==> config.mk <==
export PLATFORM = sky130hd
export DESIGN_NAME = nan_bitmap_sparse_pack_unit
export DESIGN_NICKNAME = d
export VERILOG_FILES = /design/src/rtl/nbsp_pkg.sv /design/src/rtl/nbsp_classify.sv /design/src/rtl/nbsp_result_buf.sv /design/src/rtl/nan_bitmap_sparse_pack_unit.sv
export SDC_FILE = /design/constraint.sdc
export NUM_CORES = 1
export LEC_CHECK = 0
export BUFFER_PORTS_ARGS = -buffer_cell sky130_fd_sc_hd__buf_4
export CORE_AREA = 2 2 256 258
export DETAILED_ROUTE_END_ITERATION = 8
export DIE_AREA = 0 0 258 260
export PLACE_DENSITY = 0.51
export SYNTH_ARGS = -nofsm -noshare
export SYNTH_HDL_FRONTEND = slang
export SYNTH_SLANG_ARGS = --single-unit
==> constraint.sdc <==
create_clock -name clk -period 4.1 [get_ports clk]
set_input_delay 0.82 -clock clk [delete_from_list [all_inputs] [get_ports clk]]
set_output_delay 0.82 -clock clk [all_outputs]
set_load 0.01 [all_outputs]
==> src/rtl/nbsp_pkg.sv <==
// Shared types and constants for the NaN bitmap sparse pack unit.
package nbsp_pkg;

  localparam int VALUE_W = 64;
  localparam int ROWLEN_W = 17;
  localparam int KEPT_W = 48;
  localparam int BITMAP_W = 64;
  localparam int GROUP_IDX_W = 6;
  localparam int RESULTS_MAX = 3;

  localparam logic [KEPT_W-1:0] KEPT_MAX = {KEPT_W{1'b1}};
  localparam logic [ROWLEN_W-1:0] ROWLEN_RESET = ROWLEN_W'(64);
  localparam logic [GROUP_IDX_W-1:0] GROUP_LAST_COL = {GROUP_IDX_W{1'b1}};

  typedef enum logic [1:0] {
    KIND_VALUE   = 2'd0,
    KIND_BITMAP  = 2'd1,
    KIND_ROW_END = 2'd2
  } kind_t;

  typedef struct packed {
    kind_t              kind;
    logic [VALUE_W-1:0] payload;
    logic               last;
  } result_t;

  // All results caused by one input beat, packed towards slot 0.
  typedef struct packed {
    logic [1:0]                count;
    result_t [RESULTS_MAX-1:0] res;
  } result_group_t;

endpackage

==> src/rtl/nbsp_classify.sv <==
// Per-element NaN test, bitmap and count update, and result grouping.
module nbsp_classify #(
  parameter int MAX_COLUMNS = 65536,
  parameter int COL_W = 16
) (
  input  logic [nbsp_pkg::VALUE_W-1:0]  value_bits,
  input  logic                          panel_end,
  input  logic [nbsp_pkg::ROWLEN_W-1:0] row_length,
  input  logic [COL_W-1:0]              col,
  input  logic [nbsp_pkg::BITMAP_W-1:0] bitmap,
  input  logic [nbsp_pkg::KEPT_W-1:0]   kept,
  output logic [COL_W-1:0]              col_nxt,
  output logic [nbsp_pkg::BITMAP_W-1:0] bitmap_nxt,
  output logic [nbsp_pkg::KEPT_W-1:0]   kept_nxt,
  output nbsp_pkg::result_group_t       group
);
  import nbsp_pkg::*;

  localparam int CMP_W = (COL_W + 1 > ROWLEN_W) ? COL_W + 1 : ROWLEN_W;
  localparam logic [CMP_W-1:0] MAX_LEN = CMP_W'(MAX_COLUMNS);

  logic                  is_nan;
  logic                  keep;
  logic [CMP_W-1:0]      len_raw;
  logic [CMP_W-1:0]      len_eff;
  logic                  row_end;
  logic                  word_end;
  logic [BITMAP_W-1:0]   bitmap_set;
  logic [KEPT_W-1:0]     kept_inc;
  logic [GROUP_IDX_W-1:0] group_col;

  assign is_nan = (&value_bits[62:52]) && (|value_bits[51:0]);
  assign keep = !is_nan;
  assign group_col = GROUP_IDX_W'(col);

  always_comb begin
    len_raw = CMP_W'(row_length);
    if (row_length == '0) begin
      len_eff = CMP_W'(1);
    end else if (len_raw > MAX_LEN) begin
      len_eff = MAX_LEN;
    end else begin
      len_eff = len_raw;
    end
  end

  // A row also ends early if the length was shortened below the current column.
  assign row_end = panel_end || ((CMP_W'(col) + CMP_W'(1)) >= len_eff);
  assign word_end = row_end || (group_col == GROUP_LAST_COL);

  assign bitmap_set = bitmap | (keep ? (BITMAP_W'(1) << group_col) : '0);
  assign kept_inc = kept + KEPT_W'(keep && (kept != KEPT_MAX));

  assign bitmap_nxt = word_end ? '0 : bitmap_set;
  assign col_nxt = row_end ? '0 : col + COL_W'(1);
  assign kept_nxt = panel_end ? '0 : kept_inc;

  always_comb begin
    logic [1:0] n;
    n = '0;
    group = '0;
    if (keep) begin
      group.res[n] = '{kind: KIND_VALUE, payload: value_bits, last: 1'b0};
      n = n + 2'd1;
    end
    if (word_end) begin
      group.res[n] = '{kind: KIND_BITMAP, payload: bitmap_set, last: 1'b0};
      n = n + 2'd1;
    end
    if (row_end) begin
      group.res[n] = '{kind: KIND_ROW_END, payload: VALUE_W'(kept_inc), last: 1'b0};
      n = n + 2'd1;
    end
    if (n != '0) begin
      group.res[n - 2'd1].last = 1'b1;
    end
    group.count = n;
  end

endmodule

==> src/rtl/nbsp_result_buf.sv <==
// Result buffer that holds one element's results and hands them out one beat at a time.
module nbsp_result_buf (
  input  logic                    clk,
  input  logic                    rst_n,
  input  logic                    load,
  input  nbsp_pkg::result_group_t group,
  output logic                    can_load,
  output logic                    out_valid,
  input  logic                    out_ready,
  output nbsp_pkg::result_t       head
);
  import nbsp_pkg::*;

  logic [1:0]                cnt_r;
  result_t [RESULTS_MAX-1:0] res_r;
  logic                      pop;

  assign out_valid = (cnt_r != '0);
  assign pop = out_valid && out_ready;
  // A new group may be loaded as the final pending result leaves.
  assign can_load = (cnt_r == '0) || ((cnt_r == 2'd1) && out_ready);
  assign head = res_r[0];

  always_ff @(posedge clk) begin
    if (!rst_n) begin
      cnt_r <= '0;
    end else if (load) begin
      cnt_r <= group.count;
    end else if (pop) begin
      cnt_r <= cnt_r - 2'd1;
    end
  end

  always_ff @(posedge clk) begin
    if (load) begin
      res_r <= group.res;
    end else if (pop) begin
      res_r[0] <= res_r[1];
      res_r[1] <= res_r[2];
    end
  end

endmodule

==> src/rtl/nan_bitmap_sparse_pack_unit.sv <==
// Top level of the NaN bitmap sparse pack unit: input register, row state and result buffer.
//
//   channel | ports                                        | direction
//   --------+----------------------------------------------+----------
//   in      | in_valid, in_ready, in_value_bits, in_panel_end | sink
//   out     | out_valid, out_ready, out_kind, out_payload, out_last | source
//   cfg     | cfg_wr_en, cfg_wr_data                       | sink
//
// An element is registered on acceptance; its zero to three results are loaded into the
// result buffer once the buffer can take them. Elements with at most one result pass at
// one per cycle while out_ready is high; an element with several results uses the single
// output port one beat at a time. Synchronous reset clears the row state, the count and
// all pending beats, and sets the row length to 64. A stalled output holds the input.
module nan_bitmap_sparse_pack_unit #(
  parameter int MAX_COLUMNS = 65536
) (
  input  logic                          clk,
  input  logic                          rst_n,
  input  logic                          in_valid,
  output logic                          in_ready,
  input  logic [nbsp_pkg::VALUE_W-1:0]  in_value_bits,
  input  logic                          in_panel_end,
  output logic                          out_valid,
  input  logic                          out_ready,
  output logic [1:0]                    out_kind,
  output logic [nbsp_pkg::VALUE_W-1:0]  out_payload,
  output logic                          out_last,
  input  logic                          cfg_wr_en,
  input  logic [nbsp_pkg::ROWLEN_W-1:0] cfg_wr_data
);
  import nbsp_pkg::*;

  localparam int COL_W = (MAX_COLUMNS > 1) ? $clog2(MAX_COLUMNS) : 1;

  logic                in_valid_r;
  logic [VALUE_W-1:0]  in_value_r;
  logic                in_pend_r;
  logic [ROWLEN_W-1:0] row_length_r;
  logic [COL_W-1:0]    col_r;
  logic [BITMAP_W-1:0] bitmap_r;
  logic [KEPT_W-1:0]   kept_r;

  logic [COL_W-1:0]    col_nxt;
  logic [BITMAP_W-1:0] bitmap_nxt;
  logic [KEPT_W-1:0]   kept_nxt;
  result_group_t       group;
  result_t             head;
  logic                can_load;
  logic                advance;

  assign advance = in_valid_r && can_load;
  assign in_ready = !in_valid_r || advance;

  always_ff @(posedge clk) begin
    if (!rst_n) begin
      in_valid_r   <= 1'b0;
      row_length_r <= ROWLEN_RESET;
      col_r        <= '0;
      bitmap_r     <= '0;
      kept_r       <= '0;
    end else begin
      if (in_ready) begin
        in_valid_r <= in_valid;
      end
      if (cfg_wr_en) begin
        row_length_r <= cfg_wr_data;
      end
      if (advance) begin
        col_r    <= col_nxt;
        bitmap_r <= bitmap_nxt;
        kept_r   <= kept_nxt;
      end
    end
  end

  always_ff @(posedge clk) begin
    if (in_valid && in_ready) begin
      in_value_r <= in_value_bits;
      in_pend_r  <= in_panel_end;
    end
  end

  nbsp_classify #(
    .MAX_COLUMNS(MAX_COLUMNS),
    .COL_W      (COL_W)
  ) u_classify (
    .value_bits(in_value_r),
    .panel_end (in_pend_r),
    .row_length(row_length_r),
    .col       (col_r),
    .bitmap    (bitmap_r),
    .kept      (kept_r),
    .col_nxt   (col_nxt),
    .bitmap_nxt(bitmap_nxt),
    .kept_nxt  (kept_nxt),
    .group     (group)
  );

  nbsp_result_buf u_result_buf (
    .clk      (clk),
    .rst_n    (rst_n),
    .load     (advance),
    .group    (group),
    .can_load (can_load),
    .out_valid(out_valid),
    .out_ready(out_ready),
    .head     (head)
  );

  assign out_kind = head.kind;
  assign out_payload = head.payload;
  assign out_last = head.last;

endmodule

---- Yosys cells after proc, flatten, opt, wreduce, memory -nomap -nowiden ----
Index checks and enable logic that the tools add are counted.
W data, S select, Z words.
operators by class
  add/subtract/negate cells ............... 7
  $lt $le $gt $ge ......................... 8
  eq/ne operators ......................... 3
  mux-type cells .......................... 26
  reduce and logical (&&, ||, !) cells .... 22
  bitwise gates (word level) .............. 1
  shifts and indexed selects .............. 1
operators with widths
  cell                     number
  $bwmux W201              3
  $mux W201                3
  $demux W67 S2            3
  $mux W134                2
  $mux W67                 2
  $mux W64                 2
  $mux W65                 1
  $or A64 B64 Y64          1
  $shl A1 B6 Y64 const A   1
  $reduce_or A52 Y1        1
  $add A48 B1 Y48          1
  $mux W48                 1
  $ne A48 B48 Y1 const B   1
  $mux W17                 2
  $add A16 B1 Y17 const B  1
  $ge A17 B17 Y1           1
  $gt A17 B17 Y1 const B   1
  $logic_not A17 Y1        1
  $add A16 B1 Y16 const B  1
  $mux W16                 1
  $reduce_and A11 Y1       1
  $logic_and A1 B1 Y1      9
  $mux W2                  4
  $eq A6 B6 Y1 const B     1
  13 further kinds         23
storage, ports and cells
  input port bits ......................... 87
  output and inout bits ................... 69
  flip-flop bits (word level) ............. 414

---- Logic depth before layout (Yosys ltp) ----
  word-level depth ........................ 17
  depth in mapped cells ................... 20

---- Hierarchy ----
Synthesis repeated with hierarchy kept, for this count alone.
unflattened totals
  cells, all modules ...................... 2218
  area total of the unflattened synthesis .. 22128.7 um^2
modules (own cells, without submodules)
  module                       area an instance (um^2)  sequential area each (um^2)  cells an instance  times used
  nbsp_result_buf              8388.0                   6075.8                       436                1
  nan_bitmap_sparse_pack_unit  7526.0                   4874.7                       708                1
  nbsp_classify                6214.7                   0.0                          1074               1

---- Worst setup path before layout ----
OpenSTA, ideal clock, no wires.
  path type ............................... register to register
  from .................................... reg col_r[2]
  to ...................................... reg u_result_buf.res_r, in the netlist u_result_buf.head[35] (data pin)
  buffers on the path ..................... 4
  library setup time ...................... 256 ps
  stages on the path, launching flop included .. 21
  arrival ................................. 4003 ps
  required time ........................... 3844 ps
  setup slack ............................. -159 ps
  path through ............................ dfxtp_1 > clkbuf_1 > nand3_1 > nor3_1 > and3_1 > and3_1 > xor2_1 > ha_1 > nand4_1 > o21ai_0 > nor3_1 > o311a_1 > buf_2 > nand2_1 > inv_1 > ha_1 > and2_1 > buf_2 > clkbuf_1 > a21oi_1 > a22o_1
on the way
  cells in the longest elaborated chain, start to end .. 14
  elaborated cells on any way between the ends .. 26
  classes of those cells .................. add/sub (3); order compare (3); eq/ne (1); shift (1); mux (13); bitwise (1); reduce/logical (4)
RTL lines
  what                                                                RTL line                           source
  start: declaration                                                  nan_bitmap_sparse_pack_unit.sv:39  logic [COL_W-1:0] col_r;
  start signal: assignment                                            nan_bitmap_sparse_pack_unit.sv:69  col_r <= col_nxt;
  $add A16 B1 Y17                                                     nbsp_classify.sv:48                assign row_end = panel_end || ((CMP_W'(col) + CMP_W'(1)) >= len_eff);
  $ge A17 B17 Y1                                                      nbsp_classify.sv:48
  $logic_or A1 B1 Y1                                                  nbsp_classify.sv:48
  $logic_or A1 B1 Y1                                                  nbsp_classify.sv:49                assign word_end = row_end || (group_col == GROUP_LAST_COL);
  $mux W2                                                             nbsp_classify.sv:66                if (word_end) begin
  $lt A2 B3 Y1 (not written as such) or $ge A2 B1 Y1 (tied branches)  nbsp_classify.sv:71                group.res[n] = '{kind: KIND_ROW_END, payload: VALUE_W'(kept_inc), last: 1'b0};
  $logic_and A1 B1 Y1 (not written as such)                           nbsp_classify.sv:71
  $mux W67 (not written as such)                                      nbsp_classify.sv:71
  $demux W67 S2                                                       n/a
  $bwmux W201                                                         nbsp_classify.sv:71
  $mux W201                                                           nbsp_classify.sv:70                if (row_end) begin
  $bwmux W201                                                         nbsp_classify.sv:75                group.res[n - 2'd1].last = 1'b1;
  $mux W201 (*)                                                       nbsp_classify.sv:74                if (n != '0) begin
  $mux W134 (*)                                                       nbsp_result_buf.sv:35              if (load) begin
  end signal: assignment                                              nbsp_result_buf.sv:36              res_r <= group.res;
  end: declaration                                                    nbsp_result_buf.sv:15              result_t [RESULTS_MAX-1:0] res_r;
Mark *: on every way between the ends. The rest lies on a longest branch, timed or not.
A chain may end at the register's enable or synchronous reset.

---- Final worst setup path ----
  from .................................... reg col_r[0]
  to ...................................... reg u_result_buf.res_r, in the netlist u_result_buf.head[33] (data pin)
Same word-level chain as after synthesis.

==> results.py <==
metrics = {
    "worst_setup_path": {
        "cp.required_ps": 4430,
        "crit_family": "compound AO/OA/AOI/OAI gates",
        "cp_common_cell": "buf_4",
        "path_buf_inv": 7,
        "worstPathArrival_ps": 4330,
        "slowest_stage": "dfxtp_2",
        "crit_fanout": 6,
        "slowest_delay_ps": 350,
        "critPathKind": "reg2reg",
        "r2r_setup_slack_ps": 100,
        "critPathCaptureType": "register",
        "start_kind": "register",
        "path_cells": "ha_2 > buf_4 > and3_4 > nand3_2 > nor2_4 > xor2_2 > ha_1 > buf_4 > a21oi_1 > a31oi_1 > o21bai_1 > o311a_4 > buf_6 > buf_4 > a21oi_4 > buf_12 > buf_4 > buf_4 > a221o_1 > a22o_1",
    },
    "synthesis": {
        "syn_area_per_cell_um2": 10.3,
        "synth_top_cells_by_count": "edfxtp_1 (249), nand2_1 (171), nor2_1 (165)",
        "postSynth.asyncResetShare": 0,
        "synth-edff-count": 249,
        "synth_fp_nets": 1975,
        "synth_area_leader_cell": "edfxtp_1",
        "netlist-cell-type-count": 69,
        "syn_area_mm2": 0.0191,
        "synth_area_leaders": "edfxtp_1 (39%), dfxtp_1 (16%), nand2_1 (3.4%), nor2_1 (3.3%), o21ai_0 (3.2%)",
        "synth_top_area_share": 0.392,
        "ys_seq_area_frac": 0.548,
        "yosys_register_bits": 397,
        "yosysWarnings": 0,
        "netlist_instances": 1857,
        "yosysMostFrequentCell": "edfxtp_1",
        "synth_flop_cell": "edfxtp_1",
    },
    "final_layout": {
        "multiInputGateArea_mm2": 0.00763,
        "seq_area_mm2": 0.0104,
        "diodes": 0,
        "num-fill-cells": 6333,
        "fin_util": 0.363,
        "drive_above_1_share": 0.229,
        "fin_nets": 2139,
        "syn_to_final_growth_pct": 22.2,
    },
    "die": {
        "initial_utilization": 0.297,
        "die_x_um": 258,
        "rows": 93,
        "pin_count": 156,
        "core_mm2": 0.0641,
        "die-area_mm2": 0.0671,
        "fp.dieH_um": 260,
    },
    "cts": {
        "clock_latency_ps": 590,
        "ctsHoldBuffers": 0,
        "cts_max_path_buffers": 3,
        "cts-root-buf": "clkbuf_16",
        "cts_tree": "done",
        "cts.sinks": 397,
        "cts_buffers": 45,
        "path_clk_slew_ps": 60,
        "htree_levels": 2,
    },
    "timing": {
        "whs_ps": 406,
        "drv_slew": 0,
        "fin_crit_sh": 0.975,
        "worst_slew_pin_slew_ps": 1160,
        "relSlewSlack": 0.223,
        "hold_viol": 0,
        "clock-skew-final_ps": 20.9,
        "timing.fmax_mhz": 250,
        "min_period_ps": 4000,
        "setup_viol": 0,
    },
    "drt": {
        "via_per_inst": 5.22,
        "drc": 0,
        "drt_iter0_drc": 1275,
        "routed_wl_um": 62200,
        "dr.pass1.iters": 7,
        "ant_nets": 0,
        "vias": 15200,
        "avgRoutedWirePerCell_um": 21.3,
    },
    "grt": {
        "antenna_found_initial": 2,
        "grt_pass1_vias": 14700,
        "track_usage": 0.179,
        "grt.overflow.total": 0,
        "grt_pass1_wl_um": 91700,
        "grt_max_degree": 146,
    },
    "flow_run": {
        "maxCapViolCount": 0,
    },
    "pwr": {
        "power_density_mw_per_mm2": 483,
        "ir_worst_vdd_uv": 287,
        "leakage_nw": 8.58,
    },
    "min_path": {
        "hold_path.class": "in2reg",
    },
    "placement": {
        "port_buffers": 155,
        "gp_congestion": 0.842,
        "hpwlAfterDp_um": 40800,
    },
    "outcome": {
        "status": "completed",
    },
}
==> layout make-up <==
cell class                      count  share of cell area
Inverter                           25             0.00446
Multi-Input combinational cell   1226               0.327
Clock buffer                       63              0.0530
Tap cell                          855              0.0459
Sequential cell                   397               0.449
Timing Repair Buffer              326               0.115
Clock inverter                     21             0.00564
==> through the flow <==
stage | setup WS [ps] | cells | area [µm²] | setup TNS [ps] | total power, W
2_1_floorplan | 15.4 | 1857 | 19100 | 0 | 0.00674
3_3_place_gp | -85.8 | 2814 | 21600 | -116 | 0.00751
3_5_place_dp | -165 | 2814 | 21600 | -1870 | 0.00753
4_1_cts | 17.7 | 2908 | 23100 | 0 | 0.0114
5_1_grt | -57.9 | 2913 | 23300 | -347 | 0.0117
6_report | 103 | 2913 | 23300 | 0 | 0.0113
==> sequential cells by signal (all words and copies together), names as in the netlist <==
register and count:
col_r 16, u_result_buf.head 67, bitmap_r 64, in_pend_r 1, u_result_buf.cnt_r 2, in_valid_r 1
kept_r 48, in_value_r 64, row_length_r 17, u_result_buf.res_r 117
==> worst register-to-register path, cell delays in order (launching register included) <==
cell      delay, ps
dfxtp_2         350
ha_2            200
buf_4           120
and3_4          190
nand3_2         110
nor2_4          140
xor2_2          210
ha_1            270
buf_4           150
a21oi_1         110
a31oi_1          90
o21bai_1        230
o311a_4         270
buf_6           110
buf_4           120
a21oi_4          90
buf_12          200
buf_4           140
buf_4           130
a221o_1         290
a22o_1          220
==> layer usage <==
layer | up-vias | routed length (µm) | global-route usage
met5 | - | 10 | 0
met4 | 2 | 2490 | 0.0750
met3 | 118 | 4180 | 0.0336
met2 | 542 | 29200 | 0.295
met1 | 7452 | 26300 | 0.231
li1 | 7103 | - | -
==> report_power, final <==
group / switching [W] / total (W) / internal [W] / leakage [nW]
Sequential: 0.000245 / 0.00531 / 0.00506 / 3.61
Clock: 0.00169 / 0.00381 / 0.00211 / 0.672
Combinational: 0.00134 / 0.00214 / 0.000794 / 4.29
Total: 0.00328 / 0.0113 / 0.00797 / 8.58
==> layout by cell type (no fill, tap or decap), drive strengths merged, types with 37 or more instances in the layout <==
master,instances
o21ai,129
nor2b,62
buf,325
xnor2,40
dfxtp,148
nand3,43
a31oi,89
edfxtp,249
nand2,171
a21oi,107
and3,37
nor2,170
clkbuf,64
a22oi,39
==> cells by family after synthesis <==
| logic type | count (synthesis) | share of synthesized area |
|---|---|---|
| simple gates | 608 | 0.160 |
| compound gates | 510 | 0.172 |
| flops | 397 | 0.548 |
| buf+inv | 234 | 0.0639 |
| xor+xnor | 59 | 0.0271 |
| fa+ha+maj | 31 | 0.0204 |
| mux | 18 | 0.00946 |
==> repair_timing <==
action / CTS / global route
buffers inserted: 10 / 4
gates resized for setup: 5 / 40
gates cloned: 0 / 1
endpoints found under the setup margin: 81 / 140
pin swaps: 3 / 12
==> final timing paths <==
check	cells after the start	startpoint	to
max	20	col_r[0]$_SDFFE_PN0P_	u_result_buf.head[33]$_DFFE_PP_
min	1	in_value_bits[32]	in_value_r[32]$_DFFE_PP_
max reg2reg	20	col_r[0]$_SDFFE_PN0P_	u_result_buf.head[33]$_DFFE_PP_
min reg2reg	2	col_r[8]$_SDFFE_PN0P_	col_r[8]$_SDFFE_PN0P_
(Power assumes the default switching activity.)
